[config.mk]
export PLATFORM = sky130hd
export DESIGN_NAME = gregorian_to_ethiopian_date_top
export DESIGN_NICKNAME = d
export VERILOG_FILES = /design/src/rtl/gte_pkg.sv /design/src/rtl/gte_conv.sv /design/src/rtl/gregorian_to_ethiopian_date_top.sv
export SDC_FILE = /design/constraint.sdc
export NUM_CORES = 1
export LEC_CHECK = 0
export BUFFER_PORTS_ARGS = -buffer_cell sky130_fd_sc_hd__buf_2
export CAP_MARGIN = 20
export CORE_ASPECT_RATIO = 0.6
export CORE_MARGIN = 1
export CORE_UTILIZATION = 35
export CTS_CLUSTER_DIAMETER = 30
export CTS_CLUSTER_SIZE = 40
export DETAILED_ROUTE_END_ITERATION = 10
export PLACE_DENSITY = 0.6
export SYNTH_ARGS = -nofsm -noshare
export SYNTH_HDL_FRONTEND = slang
export SYNTH_HIERARCHICAL = 1
export SYNTH_SLANG_ARGS = --single-unit
export TNS_END_PERCENT = 30
[constraint.sdc]
create_clock -name clk -period 11.7 [get_ports clk]
set_clock_uncertainty 0.15 [all_clocks]
set_input_delay 1.17 -clock clk [delete_from_list [all_inputs] [get_ports clk]]
set_output_delay 1.17 -clock clk [all_outputs]
set_load 0.05 [all_outputs]
[src/rtl/gte_pkg.sv]
// ----------------------------------------------------------------------------
// gte_pkg: shared types and constants for the gregorian to ethiopian converter
// Field widths, month codes, calendar correction tables and the result record.
// ----------------------------------------------------------------------------
package gte_pkg;

  localparam int DAY_W   = 5;
  localparam int MONTH_W = 4;
  localparam int YEAR_W  = 14;

  // gregorian month codes used by the conversion
  localparam logic [MONTH_W-1:0] MON_JAN = 4'd1;
  localparam logic [MONTH_W-1:0] MON_FEB = 4'd2;
  localparam logic [MONTH_W-1:0] MON_SEP = 4'd9;
  localparam logic [MONTH_W-1:0] MON_DEC = 4'd12;

  // ethiopian month codes
  localparam logic [MONTH_W-1:0] ETH_MESKEREM = 4'd1;
  localparam logic [MONTH_W-1:0] ETH_NEHASE   = 4'd12;
  localparam logic [MONTH_W-1:0] ETH_PAGUME   = 4'd13;

  localparam logic [YEAR_W-1:0] MIN_YEAR = 14'd8;

  typedef struct packed {
    logic               date_ok;
    logic [DAY_W-1:0]   eth_day;
    logic [MONTH_W-1:0] eth_month;
    logic [YEAR_W-1:0]  eth_year;
  } gte_res_t;

  // days in a gregorian month, february without the leap day
  function automatic logic [DAY_W-1:0] month_len(input logic [MONTH_W-1:0] m);
    case (m)
      4'd2:                      month_len = 5'd28;
      4'd4, 4'd6, 4'd9, 4'd11:   month_len = 5'd30;
      default:                   month_len = 5'd31;
    endcase
  endfunction

  // day correction, year mod 4 == 0
  function automatic logic signed [3:0] hc_leap(input logic [MONTH_W-1:0] m);
    case (m)
      4'd2, 4'd4, 4'd5:   hc_leap = 4'sd1;
      4'd6, 4'd7:         hc_leap = 4'sd2;
      4'd8:               hc_leap = 4'sd3;
      4'd9, 4'd10:        hc_leap = 4'sd4;
      4'd11, 4'd12:       hc_leap = 4'sd5;
      default:            hc_leap = 4'sd0;
    endcase
  endfunction

  // day correction, other years
  function automatic logic signed [3:0] hc_other(input logic [MONTH_W-1:0] m);
    case (m)
      4'd2:               hc_other = 4'sd1;
      4'd3:               hc_other = -4'sd1;
      4'd6, 4'd7:         hc_other = 4'sd1;
      4'd8:               hc_other = 4'sd2;
      4'd9, 4'd10:        hc_other = 4'sd3;
      4'd11, 4'd12:       hc_other = 4'sd4;
      default:            hc_other = 4'sd0;
    endcase
  endfunction

  // month correction, year mod 4 == 0
  function automatic logic [2:0] rc_leap(input logic [MONTH_W-1:0] m);
    case (m)
      4'd1, 4'd3, 4'd11, 4'd12: rc_leap = 3'd4;
      4'd2, 4'd4, 4'd5:         rc_leap = 3'd3;
      4'd6, 4'd7:               rc_leap = 3'd2;
      4'd8:                     rc_leap = 3'd1;
      4'd9, 4'd10:              rc_leap = 3'd5;
      default:                  rc_leap = 3'd0;
    endcase
  endfunction

  // month correction, year mod 4 == 3
  function automatic logic [2:0] rc_three(input logic [MONTH_W-1:0] m);
    case (m)
      4'd1, 4'd4, 4'd5:         rc_three = 3'd3;
      4'd2, 4'd6, 4'd7:         rc_three = 3'd2;
      4'd3:                     rc_three = 3'd4;
      4'd8:                     rc_three = 3'd1;
      4'd9, 4'd10:              rc_three = 3'd6;
      4'd11, 4'd12:             rc_three = 3'd5;
      default:                  rc_three = 3'd0;
    endcase
  endfunction

  // month correction, year mod 4 == 1 or 2
  function automatic logic [2:0] rc_onetwo(input logic [MONTH_W-1:0] m);
    case (m)
      4'd1, 4'd4, 4'd5:         rc_onetwo = 3'd3;
      4'd2, 4'd6, 4'd7:         rc_onetwo = 3'd2;
      4'd3, 4'd11, 4'd12:       rc_onetwo = 3'd4;
      4'd8:                     rc_onetwo = 3'd1;
      4'd9, 4'd10:              rc_onetwo = 3'd5;
      default:                  rc_onetwo = 3'd0;
    endcase
  endfunction

endpackage

[src/rtl/gte_conv.sv]
// ----------------------------------------------------------------------------
// gte_conv: date check and calendar mapping
// Validates a gregorian date and maps it to ethiopian day, month and year.
// ----------------------------------------------------------------------------
module gte_conv (
  input  logic [gte_pkg::DAY_W-1:0]   greg_day,
  input  logic [gte_pkg::MONTH_W-1:0] greg_month,
  input  logic [gte_pkg::YEAR_W-1:0]  greg_year,
  output gte_pkg::gte_res_t           res
);

  logic                          leap;
  logic                          three;
  logic                          fields_ok;
  logic [gte_pkg::DAY_W-1:0]     lim;
  logic                          ok;
  logic signed [3:0]             hc;
  logic [2:0]                    rc;
  logic [3:0]                    offs;
  logic [8:0]                    thr;
  logic [3:0]                    adj;
  logic [3:0]                    nyd;
  logic [8:0]                    mon30;
  logic [10:0]                   s;
  logic                          over;
  logic signed [6:0]             t;
  logic signed [6:0]             t30;
  logic [gte_pkg::DAY_W-1:0]     dd;
  logic [4:0]                    m_raw;
  logic [4:0]                    m12;
  logic [gte_pkg::MONTH_W-1:0]   mm;
  logic                          is_sep;
  logic                          past_nyd;
  logic [gte_pkg::YEAR_W-1:0]    yy;

  assign leap  = (greg_year[1:0] == 2'd0);
  assign three = (greg_year[1:0] == 2'd3);

  assign fields_ok = (greg_day != '0) && (greg_month >= gte_pkg::MON_JAN) &&
                     (greg_month <= gte_pkg::MON_DEC) && (greg_year >= gte_pkg::MIN_YEAR);
  assign lim = (greg_month == gte_pkg::MON_FEB && leap) ? 5'd29 :
               gte_pkg::month_len(greg_month);
  assign ok  = fields_ok && (greg_day <= lim);

  assign hc   = leap ? gte_pkg::hc_leap(greg_month) : gte_pkg::hc_other(greg_month);
  assign rc   = leap  ? gte_pkg::rc_leap(greg_month) :
                three ? gte_pkg::rc_three(greg_month) : gte_pkg::rc_onetwo(greg_month);
  assign offs = leap  ? 4'd9 : 4'd8;
  assign thr  = three ? 9'd276 : 9'd275;
  assign adj  = three ? 4'd6 : 4'd5;
  assign nyd  = three ? 4'd12 : 4'd11;

  // running day count, only needed for the threshold test
  assign mon30 = {greg_month, 5'b0} - {4'b0, greg_month, 1'b0};
  assign s     = 11'(greg_day) + 11'(mon30) + 11'(hc) - 11'(offs);
  assign over  = (s > 11'(thr));

  // s mod 30 taken on the part below the month multiple: range -15..28
  assign t   = $signed({2'b00, greg_day}) + 7'(hc) - $signed({3'b000, offs})
               - (over ? $signed({3'b000, adj}) : 7'sd0);
  assign t30 = t + 7'sd30;
  assign dd  = (t > 7'sd0) ? t[4:0] : t30[4:0];

  assign m_raw = 5'(greg_month) + ((greg_day > 5'({1'b0, rc} + 4'd5)) ? 5'd4 : 5'd3);
  assign m12   = (m_raw >= 5'd12) ? m_raw - 5'd12 : m_raw;

  assign is_sep   = (greg_month == gte_pkg::MON_SEP);
  assign past_nyd = (greg_day >= 5'(nyd));

  always_comb begin
    if (m12 != 5'd0) begin
      mm = m12[3:0];
    end else if (is_sep && past_nyd) begin
      mm = gte_pkg::ETH_MESKEREM;
    end else if (is_sep && greg_day >= 5'd6) begin
      mm = gte_pkg::ETH_PAGUME;
    end else begin
      mm = gte_pkg::ETH_NEHASE;
    end
  end

  assign yy = ((greg_month > gte_pkg::MON_SEP) || (is_sep && past_nyd)) ?
              greg_year - 14'd7 : greg_year - 14'd8;

  always_comb begin
    res = '0;
    if (ok) begin
      res.date_ok   = 1'b1;
      res.eth_day   = dd;
      res.eth_month = mm;
      res.eth_year  = yy;
    end
  end

endmodule

[src/rtl/gregorian_to_ethiopian_date_top.sv]
// ----------------------------------------------------------------------------
// gregorian_to_ethiopian_date_top: gregorian to ethiopian date converter
// Two-register stream pipeline around the combinational date mapping.
// ----------------------------------------------------------------------------
// Usage:
//   in_* carries one gregorian date per request; in_tdata holds greg_day,
//   greg_month and greg_year. out_* returns one result per request: the
//   ethiopian day, month and year in out_tdata and the validity flag in
//   out_tuser. An invalid date comes back with the flag and all fields zero.
//   A request accepted into the input register moves through the mapping into
//   the result register, which drives out_tvalid, once that register is free.
//   Throughput is one date per cycle while out_tready stays high, set by the
//   single result register that the input register drains into.
//   A synchronous active-low reset empties both registers; no request is in
//   flight afterwards and in_tready is high.
//   When the receiver holds out_tready low, the result stays put, the input
//   register still takes one more request, and in_tready then drops until
//   the result is taken.
// ----------------------------------------------------------------------------
module gregorian_to_ethiopian_date_top (
  input  logic        clk,
  input  logic        rst_n,
  input  logic        in_tvalid,
  output logic        in_tready,
  input  logic [23:0] in_tdata,   // greg_day[4:0], greg_month[8:5], greg_year[22:9], pad
  output logic        out_tvalid,
  input  logic        out_tready,
  output logic [23:0] out_tdata,  // eth_day[4:0], eth_month[8:5], eth_year[22:9], pad
  output logic        out_tuser   // date_ok
);

  logic                          in_valid_r;
  logic [gte_pkg::DAY_W-1:0]     day_r;
  logic [gte_pkg::MONTH_W-1:0]   month_r;
  logic [gte_pkg::YEAR_W-1:0]    year_r;
  logic                          out_valid_r;
  gte_pkg::gte_res_t             res_r;
  gte_pkg::gte_res_t             res_nxt;
  logic                          out_free;
  logic                          in_take;

  assign out_free  = !out_valid_r || out_tready;
  assign in_tready = !in_valid_r || out_free;
  assign in_take   = in_tvalid && in_tready;

  always_ff @(posedge clk) begin
    if (!rst_n) begin
      in_valid_r <= 1'b0;
    end else if (in_tready) begin
      in_valid_r <= in_tvalid;
    end
  end

  always_ff @(posedge clk) begin
    if (in_take) begin
      day_r   <= in_tdata[4:0];
      month_r <= in_tdata[8:5];
      year_r  <= in_tdata[22:9];
    end
  end

  gte_conv u_conv (
    .greg_day   (day_r),
    .greg_month (month_r),
    .greg_year  (year_r),
    .res        (res_nxt)
  );

  always_ff @(posedge clk) begin
    if (!rst_n) begin
      out_valid_r <= 1'b0;
    end else if (out_free) begin
      out_valid_r <= in_valid_r;
    end
  end

  always_ff @(posedge clk) begin
    if (out_free && in_valid_r) begin
      res_r <= res_nxt;
    end
  end

  assign out_tvalid = out_valid_r;
  assign out_tuser  = res_r.date_ok;
  assign out_tdata  = {1'b0, res_r.eth_year, res_r.eth_month, res_r.eth_day};

`ifndef SYNTHESIS
  a_reset_empty: assert property (@(posedge clk) !rst_n |=> !out_valid_r && !in_valid_r)
    else $error("pipeline not empty after reset");

  a_advance: assert property (@(posedge clk) disable iff (!rst_n)
    in_valid_r && out_free |=> out_valid_r)
    else $error("held request did not reach the result register");

  a_invalid_zero: assert property (@(posedge clk) disable iff (!rst_n)
    out_valid_r && !res_r.date_ok |-> res_r.eth_day == '0 && res_r.eth_month == '0 &&
    res_r.eth_year == '0)
    else $error("invalid date with nonzero fields");

  a_valid_range: assert property (@(posedge clk) disable iff (!rst_n)
    out_valid_r && res_r.date_ok |-> res_r.eth_day != '0 && res_r.eth_day <= 5'd30 &&
    res_r.eth_month != '0 && res_r.eth_month <= gte_pkg::ETH_PAGUME)
    else $error("ethiopian day or month out of range");
`endif

endmodule
==> parameters.txt, run 1 <==
Parameter                              Value

Final layout
  Share of cells above drive strength 1 ... 14.8%
  Synth-to-Final Area Change ... 12.2%
  Final core area utilization ... 40.2%
  Number of filler cells placed in the layout ... 1259
  N_diodes ... 0
  Fin nets ... 638

Critical path
  Crit path max fanout ... 11
  Endpoint arrival time on the critical path ... about 9000 ps
  Type of origin of the critical path ... flip-flop
  Longest individual stage delay on the worst path ... 820 ps
  Crit path required time ... 11650 ps
  Critical path's most frequent cell ... sky130_fd_sc_hd__inv_1
  Slowest library cell on the worst path ... sky130_fd_sc_hd__o41ai_1
  Class of the most critical setup path ... flip-flop to flip-flop
  Critical path capture point type ... flip-flop

STA
  Headroom to the max-slew limit ... approximately a third
  Transition time at the pin with the least slew margin ... around 980 ps
  RSZ-0062 raised after global routing ... false
  TNS Setup ... 0 ps
  Final count of negative-setup-slack endpoints ... 0
  Final period util ... 77.0%
  Hold violation count in the final report ... 0
  Tmin final ... approximately 9000 ps
  Max Slew Vio Count ... 0
  Achievable frequency ... 0.111 GHz

Yosys
  Net count after synthesis ... about 600
  Distinct cells, synth ... 70
  Synth async-reset ratio ... 0%
  Number of synthesized flops with an enable pin ... 47
  Post-Syn Area ... roughly 4600 µm²
  Yosys synthesis warning count ... 6
  Post-synthesis register bit count ... 49
  Gate Count Post-Synth ... 486
  Seq/Total Area, Yosys ... 31.5%
  Avg Synthesized Cell Area ... 9.48 µm²
  Commonest register cell after synthesis ... sky130_fd_sc_hd__edfxtp_1

Routing
  Via density per instance ... ~5.3
  Avg WL per Cell ... roughly 16 µm
  Routed vias ... between 3k and 4k
  Length of the first detailed-routing pass in iterations ... 5
  Overall routed net length ... 11.1 mm
  Residual DRC ... 0
  Detailed Route Iter0 Violations ... 259
  Antenna Nets Post-Route ... 0

Clock network
  H-tree levels ... 2
  Hold-fix buffers, CTS ... 0
  CTS Buf Count ... 5
  CTS sink count ... between 40 and 50
  Post-CTS Repair Setup Buffers ... 0
  Root cell of the clock tree ... sky130_fd_sc_hd__clkbuf_16
  Clock Path Buffers ... 2
  CTS tree ... done
  Clock Latency Late Sink ... 290 ps
  Number of gates resized after CTS ... 0
  CTS clk-pin slew, worst paths ... 70 ps

GRT
  Antenna violations before repair ... 0
  Maximum number of pins on one net before global-route repair ... 33
  Total GRT Usage ... around 17%
  Overflow left after global routing ... 0
  Vias in the first global route ... 3682
  Global-route wire length before repair ... 18.2 mm

Worst hold path
  Hold WC Path Type ... flip-flop to flip-flop

Placement
  Final Wtd Congestion ... 0.847
  Port-buffer cells ... 52
  Placed wire-length estimate ... 8.81 mm

Floorplanning
  Count of standard-cell rows ... 32
  Die Footprint ... 13600 µm²
  Starting density of the core ... 35.8%
  Count of pins on the block boundary ... 55
  Horizontal die dimension ... between 150 and 200 µm
  Area of the core ... 12900 µm²
  Die Span Y ... 90.9 µm

Power
  Cell area power density ... 154 nW/µm²
  Power Internal ... 463 µW
  Switching fraction of total power ... 41.8%
  Leakage Power ... 2.24 nW
  Worst supply voltage drop on vdd ... 0.0000780 V
  Power share of the sequential group ... between 20 and 30%
  Total power ... 796 µW
  Clock share of power ... 18.0%
  Combinational group share of total power ... a little over half
  Net Switching ... between 300 and 400 µW

Status
  Run status ... complete, no violations

Flow run
  Total of max-cap violations ... 0
## layout make-up
cell class / instances / area [µm²] / share of cell area (%)
multi-input cells: 359 / 2830 / 54.8
inverters: 64 / 245 / 4.74
well taps: 170 / 213 / 4.12
clock inverters: 2 / 15.0 / 0.290
clock buffers: 6 / 129 / 2.49
repair buffers: 55 / 283 / 5.47
flip-flops and latches: 49 / 1450 / 28.1
## worst max-delay path: cells and delay by family, from the launching register on
kind	cells	cell delay, ps
buffers and inverters	6	540
adder cells (fa/ha/maj)	10	3380
AO/OA/AOI/OAI	10	3380
AND/OR/NAND/NOR	4	780
flip-flops	1	600
## Yosys cell counts (all sizes together), types with 10 or more instances
master	n	area, µm²
a21oi	29	145
edfxtp	47	1410
fa	13	260
ha	63	788
inv	64	245
nand2	30	113
nand3	10	50.1
nor2	31	116
nor3	10	55.1
o21a	12	90.1
o21ai	29	145
xnor2	10	87.6
## power by group through the flow
stage | registers, mW | logic [mW] | clock network (mW)
after floorplan | 0.266 | 0.292 | 0
after global placement | 0.234 | 0.398 | 0
after detailed placement | 0.235 | 0.417 | 0
after CTS | 0.231 | 0.420 | 0.147
after global routing | 0.233 | 0.474 | 0.154
final | 0.231 | 0.421 | 0.143
## worst paths after layout
path,startpoint,to,slack (ps),cells after the start
max,month_r[0],out_tdata[3],2690,30
min,out_tvalid,in_valid_r,380,2
max reg2reg,month_r[0],out_tdata[3],2690,30
min reg2reg,out_tvalid,in_valid_r,380,2
## metrics by stage
stage	setup slack, ps	cell area, µm²	hold WS (ps)	instances
global route	2180	5170	417	705
CTS	2770	5170	383	705
floorplan	4040	4610	382	486
finish	2690	5170	379	705
global placement	3120	5020	364	697
detailed placement	2790	5020	374	697
## logic make-up (layout without fill, tap and decap cells)
group                      count (synthesis)  count (layout)  synth area share [%]
buffers and inverters                     78             127                  7.12
AOI/OAI and AO/OA                        127             127                  18.5
xor gates and xnor gates                  14              14                  2.66
DFF                                       49              49                  31.5
other                                      1               1                0.0814
muxes                                      7               7                  1.60
and+or+nand+nor                          134             134                  15.8
adders and majority gates                 76              76                  22.8
## placed cells by master, fill, tap and decap left out, drive strengths merged, types with 3 or more instances in the layout
master,Yosys,final
a2111o,3,3
fa,13,13
o2bb2ai,3,3
or2,4,4
clkbuf,8,6
xnor2,10,10
nor2,31,31
xor2,4,4
a21o,3,3
o31ai,6,6
nor2b,9,9
buf,6,55
and3,4,4
a2111oi,4,4
or4,7,7
nand3,10,10
mux2i,4,4
a211oi,5,5
nor4,3,3
or3,8,8
nor3,10,10
a21oi,29,29
o211ai,6,6
inv,64,64
nor3b,4,4
and2,5,5
o21ai,29,29
edfxtp,47,47
nand3b,3,3
nand2,30,30
ha,63,63
mux2,3,3
o21a,12,12
a311oi,4,4
a31oi,3,3
## state kept, by name (all words and copies together) (netlist names)
name        flops
out_tdata      23
year_r         14
day_r           5
month_r         4
in_valid_r      1
out_tuser       1
out_tvalid      1
## layer usage
layer  wire length, µm  vias up  track usage, %
met1              5980     1774            27.1
met3               780        8            3.84
met5                 0        -               0
met4                96        0            3.70
met2              4210      119            22.8
li1                  -     1860               -
No activity file was read; power rests on OpenSTA's default activity.
==> run 2: changes to the inputs <==
- ABC_AREA: default -> 1
- PLACE_DENSITY: 0.6 -> 0.59
- clock period: 11.7 -> 9.1 ns (I/O delays scaled with it)
==> run 2 against run 1 <==
Against the previous run: synthesized cell count rose by 20%; via count grew 6.4%; highest routed layer unchanged; design area up 2.0%; critical path type unchanged; global-route usage is essentially flat; largest cell class unchanged; combinational power up 24%; setup slack worse by 1300 ps; power increased by 27%.
==> parameters.txt, run 2 <==
Parameter                              Value

Power
  Leakage Power ... 2.63 nW
  Cell area power density ... approximately 190 nW/µm²
  Worst supply voltage drop on vdd ... 0.000107 V

Yosys
  Net count after synthesis ... about 700
  Yosys synthesis warning count ... 6
  Distinct cells, synth ... 41
  Seq/Total Area, Yosys ... 30.9%
  Area share of the leading cell type in the synthesized netlist ... 30.1%
  Post-synthesis register bit count ... a little under 50
  Cells taking the most area after synthesis ... sky130_fd_sc_hd__edfxtp_1 30%, sky130_fd_sc_hd__ha_1 17%, sky130_fd_sc_hd__nand2_1 9.1%
  Post-synthesis share of cell area spent on full adders, half adders and majority gates ... about 22%
  Post-Syn Area ... between 4000 and 5000 µm²
  Most used standard cells in the synthesized netlist ... 114 x sky130_fd_sc_hd__nand2_1, 108 x sky130_fd_sc_hd__inv_1, 63 x sky130_fd_sc_hd__ha_1, 58 x sky130_fd_sc_hd__nor2_1, 47 x sky130_fd_sc_hd__edfxtp_1
  Area fraction in and, or, nand and nor cells after synthesis ... 21.4%
  Library cell occupying the most area in the post-synthesis netlist ... sky130_fd_sc_hd__edfxtp_1
  Leading cell type by number of instances after synthesis ... sky130_fd_sc_hd__nand2_1
  Synth async-reset ratio ... 0%
  Gate Count Post-Synth ... 585
  Commonest register cell after synthesis ... sky130_fd_sc_hd__edfxtp_1
  Avg Synthesized Cell Area ... 8.02 µm²
  Number of synthesized flops with an enable pin ... 47
  Complex-gate fraction of the synthesized area ... 10.2%
  Portion of netlist area occupied by mux cells ... 0%
  Combinational family with the most area after synthesis ... adder cells
  XOR/XNOR Fraction of Synth Area ... about 4.7%

STA
  Max Slew Vio Count ... 0
  TNS Setup ... 0 ps
  Final period util ... 84.7%
  RSZ-0062 raised after global routing ... false
  Achievable frequency ... 0.130 GHz
  Tmin final ... 7710 ps
  Headroom to the max-slew limit ... 36.5%
  Transition time at the pin with the least slew margin ... 952 ps
  Hold violation count in the final report ... 0
  Final count of negative-setup-slack endpoints ... 0

Final layout
  Most common cell after layout, fill and taps aside ... sky130_fd_sc_hd__nand2_1
  N_diodes ... 0
  Max FFs per register ... 23
  Synth-to-Final Area Change ... 12.4%
  Share of cells above drive strength 1 ... 13.5%
  Fin nets ... 742
  Number of filler cells placed in the layout ... 1346
  Final core area utilization ... between 40 and 50%
  Commonest cells after routing, fill and taps aside ... 114 x sky130_fd_sc_hd__nand2_1, 108 x sky130_fd_sc_hd__inv_1, 63 x sky130_fd_sc_hd__ha_1

Clock network
  CTS clk-pin slew, worst paths ... 70 ps
  CTS sink count ... 49
  Hold-fix buffers, CTS ... 0
  Post-CTS Repair Setup Buffers ... 0
  CTS Buf Count ... 5
  H-tree levels ... 2
  CTS tree ... done
  Clock Path Buffers ... 2
  Root cell of the clock tree ... sky130_fd_sc_hd__clkbuf_16
  Number of gates resized after CTS ... 0
  Clock Latency Late Sink ... 300 ps

Floorplanning
  Die Span Y ... 91.7 µm
  Die Footprint ... approximately 14000 µm²
  Area of the core ... 13000 µm²
  Horizontal die dimension ... 151 µm
  Starting density of the core ... 36.2%
  Count of standard-cell rows ... 32
  Count of pins on the block boundary ... 55

Critical path
  Class of the most critical setup path ... flip-flop to flip-flop
  Crit path max fanout ... 8
  Crit path required time ... 8990 ps
  Critical path capture point type ... flip-flop
  Slowest library cell on the worst path ... sky130_fd_sc_hd__edfxtp_1
  Type of origin of the critical path ... flip-flop
  Longest individual stage delay on the worst path ... 520 ps
  Endpoint arrival time on the critical path ... 7590 ps
  Critical path's most frequent cell ... sky130_fd_sc_hd__nand2_1

Placement
  Final Wtd Congestion ... 0.894
  Port-buffer cells ... 52
  Placed wire-length estimate ... 9.14 mm

Routing
  Routed vias ... 4002
  Via density per instance ... between 4 and 5
  Avg WL per Cell ... 13.8 µm
  Residual DRC ... 0
  Overall routed net length ... 11.2 mm
  Antenna Nets Post-Route ... 0
  Length of the first detailed-routing pass in iterations ... 5
  Detailed Route Iter0 Violations ... 311

GRT
  Global-route wire length before repair ... 18.4 mm
  Total GRT Usage ... 17.1%
  Maximum number of pins on one net before global-route repair ... 25
  Vias in the first global route ... 3717
  Overflow left after global routing ... 0
  Antenna violations before repair ... 0

Status
  Run status ... complete, no violations

Flow run
  Total of max-cap violations ... 0

Worst hold path
  Hold WC Path Type ... flip-flop to flip-flop
==> run 2: changes by cell type after synthesis, moves of 10 or more <==
cell	change
sky130_fd_sc_hd__inv_1	+46
sky130_fd_sc_hd__nand2_1	+84
sky130_fd_sc_hd__nand3_1	+19
sky130_fd_sc_hd__nand4_1	+10
sky130_fd_sc_hd__nor2_1	+27
sky130_fd_sc_hd__o21a_1	-11
sky130_fd_sc_hd__xor2_1	+15
==> run 2: power breakdown <==
part	internal, mW	leakage [nW]	switching [mW]
logic	0.190	2.10	0.333
registers	0.280	0.469	0.0152
clock network	0.104	0.0680	0.0888
==> run 2: layer usage <==
layer,vias up,GRT usage (%),wire [µm]
li1,2011,-,-
met1,1838,27.2,6020
met2,147,23.3,4240
met3,6,3.58,831
met4,0,2.56,55
met5,-,0,0
==> run 2: worst paths after layout <==
kind,startpoint,end,slack [ps],cells past startpoint
hold / removal,in_valid_r,in_valid_r,350,2
setup reg to reg,month_r[0],out_tdata[3],1390,40
hold reg to reg,in_valid_r,in_valid_r,350,2
setup / recovery,month_r[0],out_tdata[3],1390,40
==> run 2: final cells by class <==
type / count / area [µm²] / share of cell area (%)
Inverter: 113 / 424 / 8.04
Multi-Input combinational cell: 415 / 2760 / 52.3
Tap cell: 170 / 213 / 4.03
Clock buffer: 5 / 125 / 2.37
Clock inverter: 3 / 26.3 / 0.498
Sequential cell: 49 / 1450 / 27.5
Timing Repair Buffer: 54 / 275 / 5.22
==> run 2: metrics by stage <==
stage	instances	hold slack [ps]	cell area, µm²	total power [mW]	setup WS, ps
after global routing	809	384	5270	1.10	757
final	809	354	5270	1.01	1390
after detailed placement	801	346	5120	0.821	1380
after CTS	809	357	5270	1.02	1350
after floorplan	585	311	4690	0.712	2410
after global placement	801	330	5120	0.802	1550
==> run 2: critical path: cells and delay by family (launching register included) <==
kind,cells,cell delay [ps]
adders and majority gates,11,3790
and+or+nand+nor,17,1590
buffers and inverters,7,710
DFF,1,520
AOI/OAI and AO/OA,4,470
xor gates and xnor gates,1,180
==> run 2: logic make-up after synthesis <==
family | count (synthesis)
flops | 49
other cells | 1
simple gates | 234
fa+ha+maj | 76
xor+xnor | 25
buf+inv | 121
compound gates | 79
==> run 3: changes to the inputs <==
- PLACE_DENSITY: 0.59 -> 0.61
- clock period: 9.1 -> 6.5 ns (I/O delays scaled with it)
==> run 3 against run 2 <==
Against the previous run: maximum frequency rose by 19%; design area increased by 15%; via count increased by 7.1%; largest power group unchanged; count of clock-buffer cells in the layout is the same; global-route usage is 1.4 points higher; sequential power rose by 39%; sequential cell count stayed put; setup slack got worse by 1300 ps.
==> parameters.txt, run 3 (synthesis results as in run 2) <==
Parameter                              Value

STA
  RSZ-0062 raised after global routing ... true
  Final Hold Slack ... 352 ps
  Hold violation count in the final report ... 0
  Final period util ... between 90% and 100%
  Headroom to the max-slew limit ... 36.7%
  Final count of negative-setup-slack endpoints ... 0
  Transition time at the pin with the least slew margin ... 949 ps
  Achievable frequency ... 0.155 GHz
  Tmin final ... 6460 ps
  Max Slew Vio Count ... 0
  TNS Setup ... 0 ps

Routing
  Antenna Nets Post-Route ... 0
  Routed vias ... 4288
  Detailed Route Iter0 Violations ... approximately 260
  Length of the first detailed-routing pass in iterations ... 5
  Overall routed net length ... 12.3 mm
  Avg WL per Cell ... 14.0 µm
  Via density per instance ... 4.87
  Residual DRC ... 0

Clock network
  Hold-fix buffers, CTS ... 0
  Clock Path Buffers ... 2
  CTS sink count ... 49
  CTS clk-pin slew, worst paths ... 70 ps
  H-tree levels ... 2
  CTS tree ... done
  CTS Buf Count ... 5
  Clock Latency Late Sink ... 300 ps
  Root cell of the clock tree ... sky130_fd_sc_hd__clkbuf_16

Final layout
  Synth-to-Final Area Change ... 28.8%
  Most common cell after layout, fill and taps aside ... sky130_fd_sc_hd__nand2_1
  Max FFs per register ... 23
  Final core area utilization ... between 40% and 50%
  Share of cells above drive strength 1 ... 28.5%
  Commonest cells after routing, fill and taps aside ... 110 x sky130_fd_sc_hd__nand2_1, 101 x sky130_fd_sc_hd__inv_1, 71 x sky130_fd_sc_hd__buf_4
  N_diodes ... 0
  Number of filler cells placed in the layout ... ~1.2k
  Fin nets ... 813
  Area of the multi-input gates ... 2950 µm²
  Seq. cell area ... 1450 µm²

Floorplanning
  Die Footprint ... 13900 µm²
  Horizontal die dimension ... around 150 µm
  Die Span Y ... 91.7 µm
  Count of pins on the block boundary ... between 50 and 60
  Starting density of the core ... about 36%
  Count of standard-cell rows ... 32
  Area of the core ... 13000 µm²

Critical path
  Startpoint of the worst-slack reg-to-reg timing path ... month_r[0]
  Slowest library cell on the worst path ... sky130_fd_sc_hd__fa_1
  Timing startpoint of the critical path ... month_r[0]
  Type of origin of the critical path ... flip-flop
  Longest individual stage delay on the worst path ... 490 ps
  Endpoint arrival time on the critical path ... 6350 ps
  Internal reg-to-reg setup slack ... 40 ps
  Crit path max fanout ... 5
  Critical path's most frequent cell ... sky130_fd_sc_hd__nand2_1
  Crit path required time ... roughly 6400 ps
  Critical path capture point type ... flip-flop
  Class of the most critical setup path ... flip-flop to flip-flop

Placement
  Port-buffer cells ... 52
  Placed wire-length estimate ... 9.45 mm
  Final Wtd Congestion ... 0.919

Power
  Power Internal ... roughly 1000 µW
  Net Switching ... 670 µW
  Leakage Power ... 3.01 nW
  Switching fraction of total power ... 40.3%
  Worst supply voltage drop on vdd ... 0.000132 V
  Cell area power density ... 275 nW/µm²
  Combinational group share of total power ... 54.6%
  Clock share of power ... 20.8%
  Total power ... between 1.5 and 2 mW
  Power share of the sequential group ... 24.6%

GRT
  Overflow left after global routing ... 0
  Maximum number of pins on one net before global-route repair ... 24
  Antenna violations before repair ... 0
  Global-route wire length before repair ... 19.9 mm
  Total GRT Usage ... 18.5%
  Vias in the first global route ... 4131

Worst hold path
  Min-delay src ... in_valid_r
  Hold WC Path Type ... flip-flop to flip-flop

Status
  Run status ... complete, no violations

Flow run
  Total of max-cap violations ... 0
-- run 3: cell type report --
cell class / count / area share, %
multi-input cells: 415 / 48.7
flip-flops and latches: 49 / 24.0
repair buffers: 125 / 13.5
inverters: 113 / 7.06
well taps: 170 / 3.52
clock buffers: 5 / 2.07
clock inverters: 3 / 1.14
-- run 3: metrics by stage --
step	setup WS, ps	area (µm²)	std cells
floorplan	3.79	4710	585
global placement	-223	5480	847
detailed placement	-319	5480	847
CTS	-16.3	5910	875
global route	-362	6050	880
finish	44.5	6050	880
-- run 3: power groups by stage --
stage,Clock (mW),Sequential (mW),Combinational [mW]
final,0.346,0.410,0.907
after global routing,0.359,0.412,1.03
after CTS,0.351,0.409,0.859
after detailed placement,0,0.416,0.807
after global placement,0,0.415,0.784
after floorplan,0,0.480,0.524
-- run 3: final timing paths --
path / to / depth (start not counted)
hold / removal: in_valid_r / 2
hold reg to reg: in_valid_r / 2
setup / recovery: out_tdata[4] / 41
setup reg to reg: out_tdata[4] / 41
-- run 3: worst max-delay path, delay by kind of cell (launching register included) --
kind	cells	cell delay [ps]
AO/OA/AOI/OAI	3	340
XOR/XNOR	1	120
adder cells (fa/ha/maj)	11	3330
buffers and inverters	8	480
flip-flops	1	380
AND/OR/NAND/NOR	18	1420
-- run 3: per-layer routing --
metal	vias to the layer above	part of all wire (%)	GRT usage, %
met5	-	0	0
met4	0	0.67	2.89
met3	12	7.2	4.58
met2	123	40	26.4
met1	2004	52	28.1
li1	2149	-	-
-- run 3: what timing repair did --
item / CTS / global route
setup endpoints to repair: 4 / 7
buffers inserted: 20 / 5
gates resized for setup: 24 / 28
pin swaps: 27 / 23
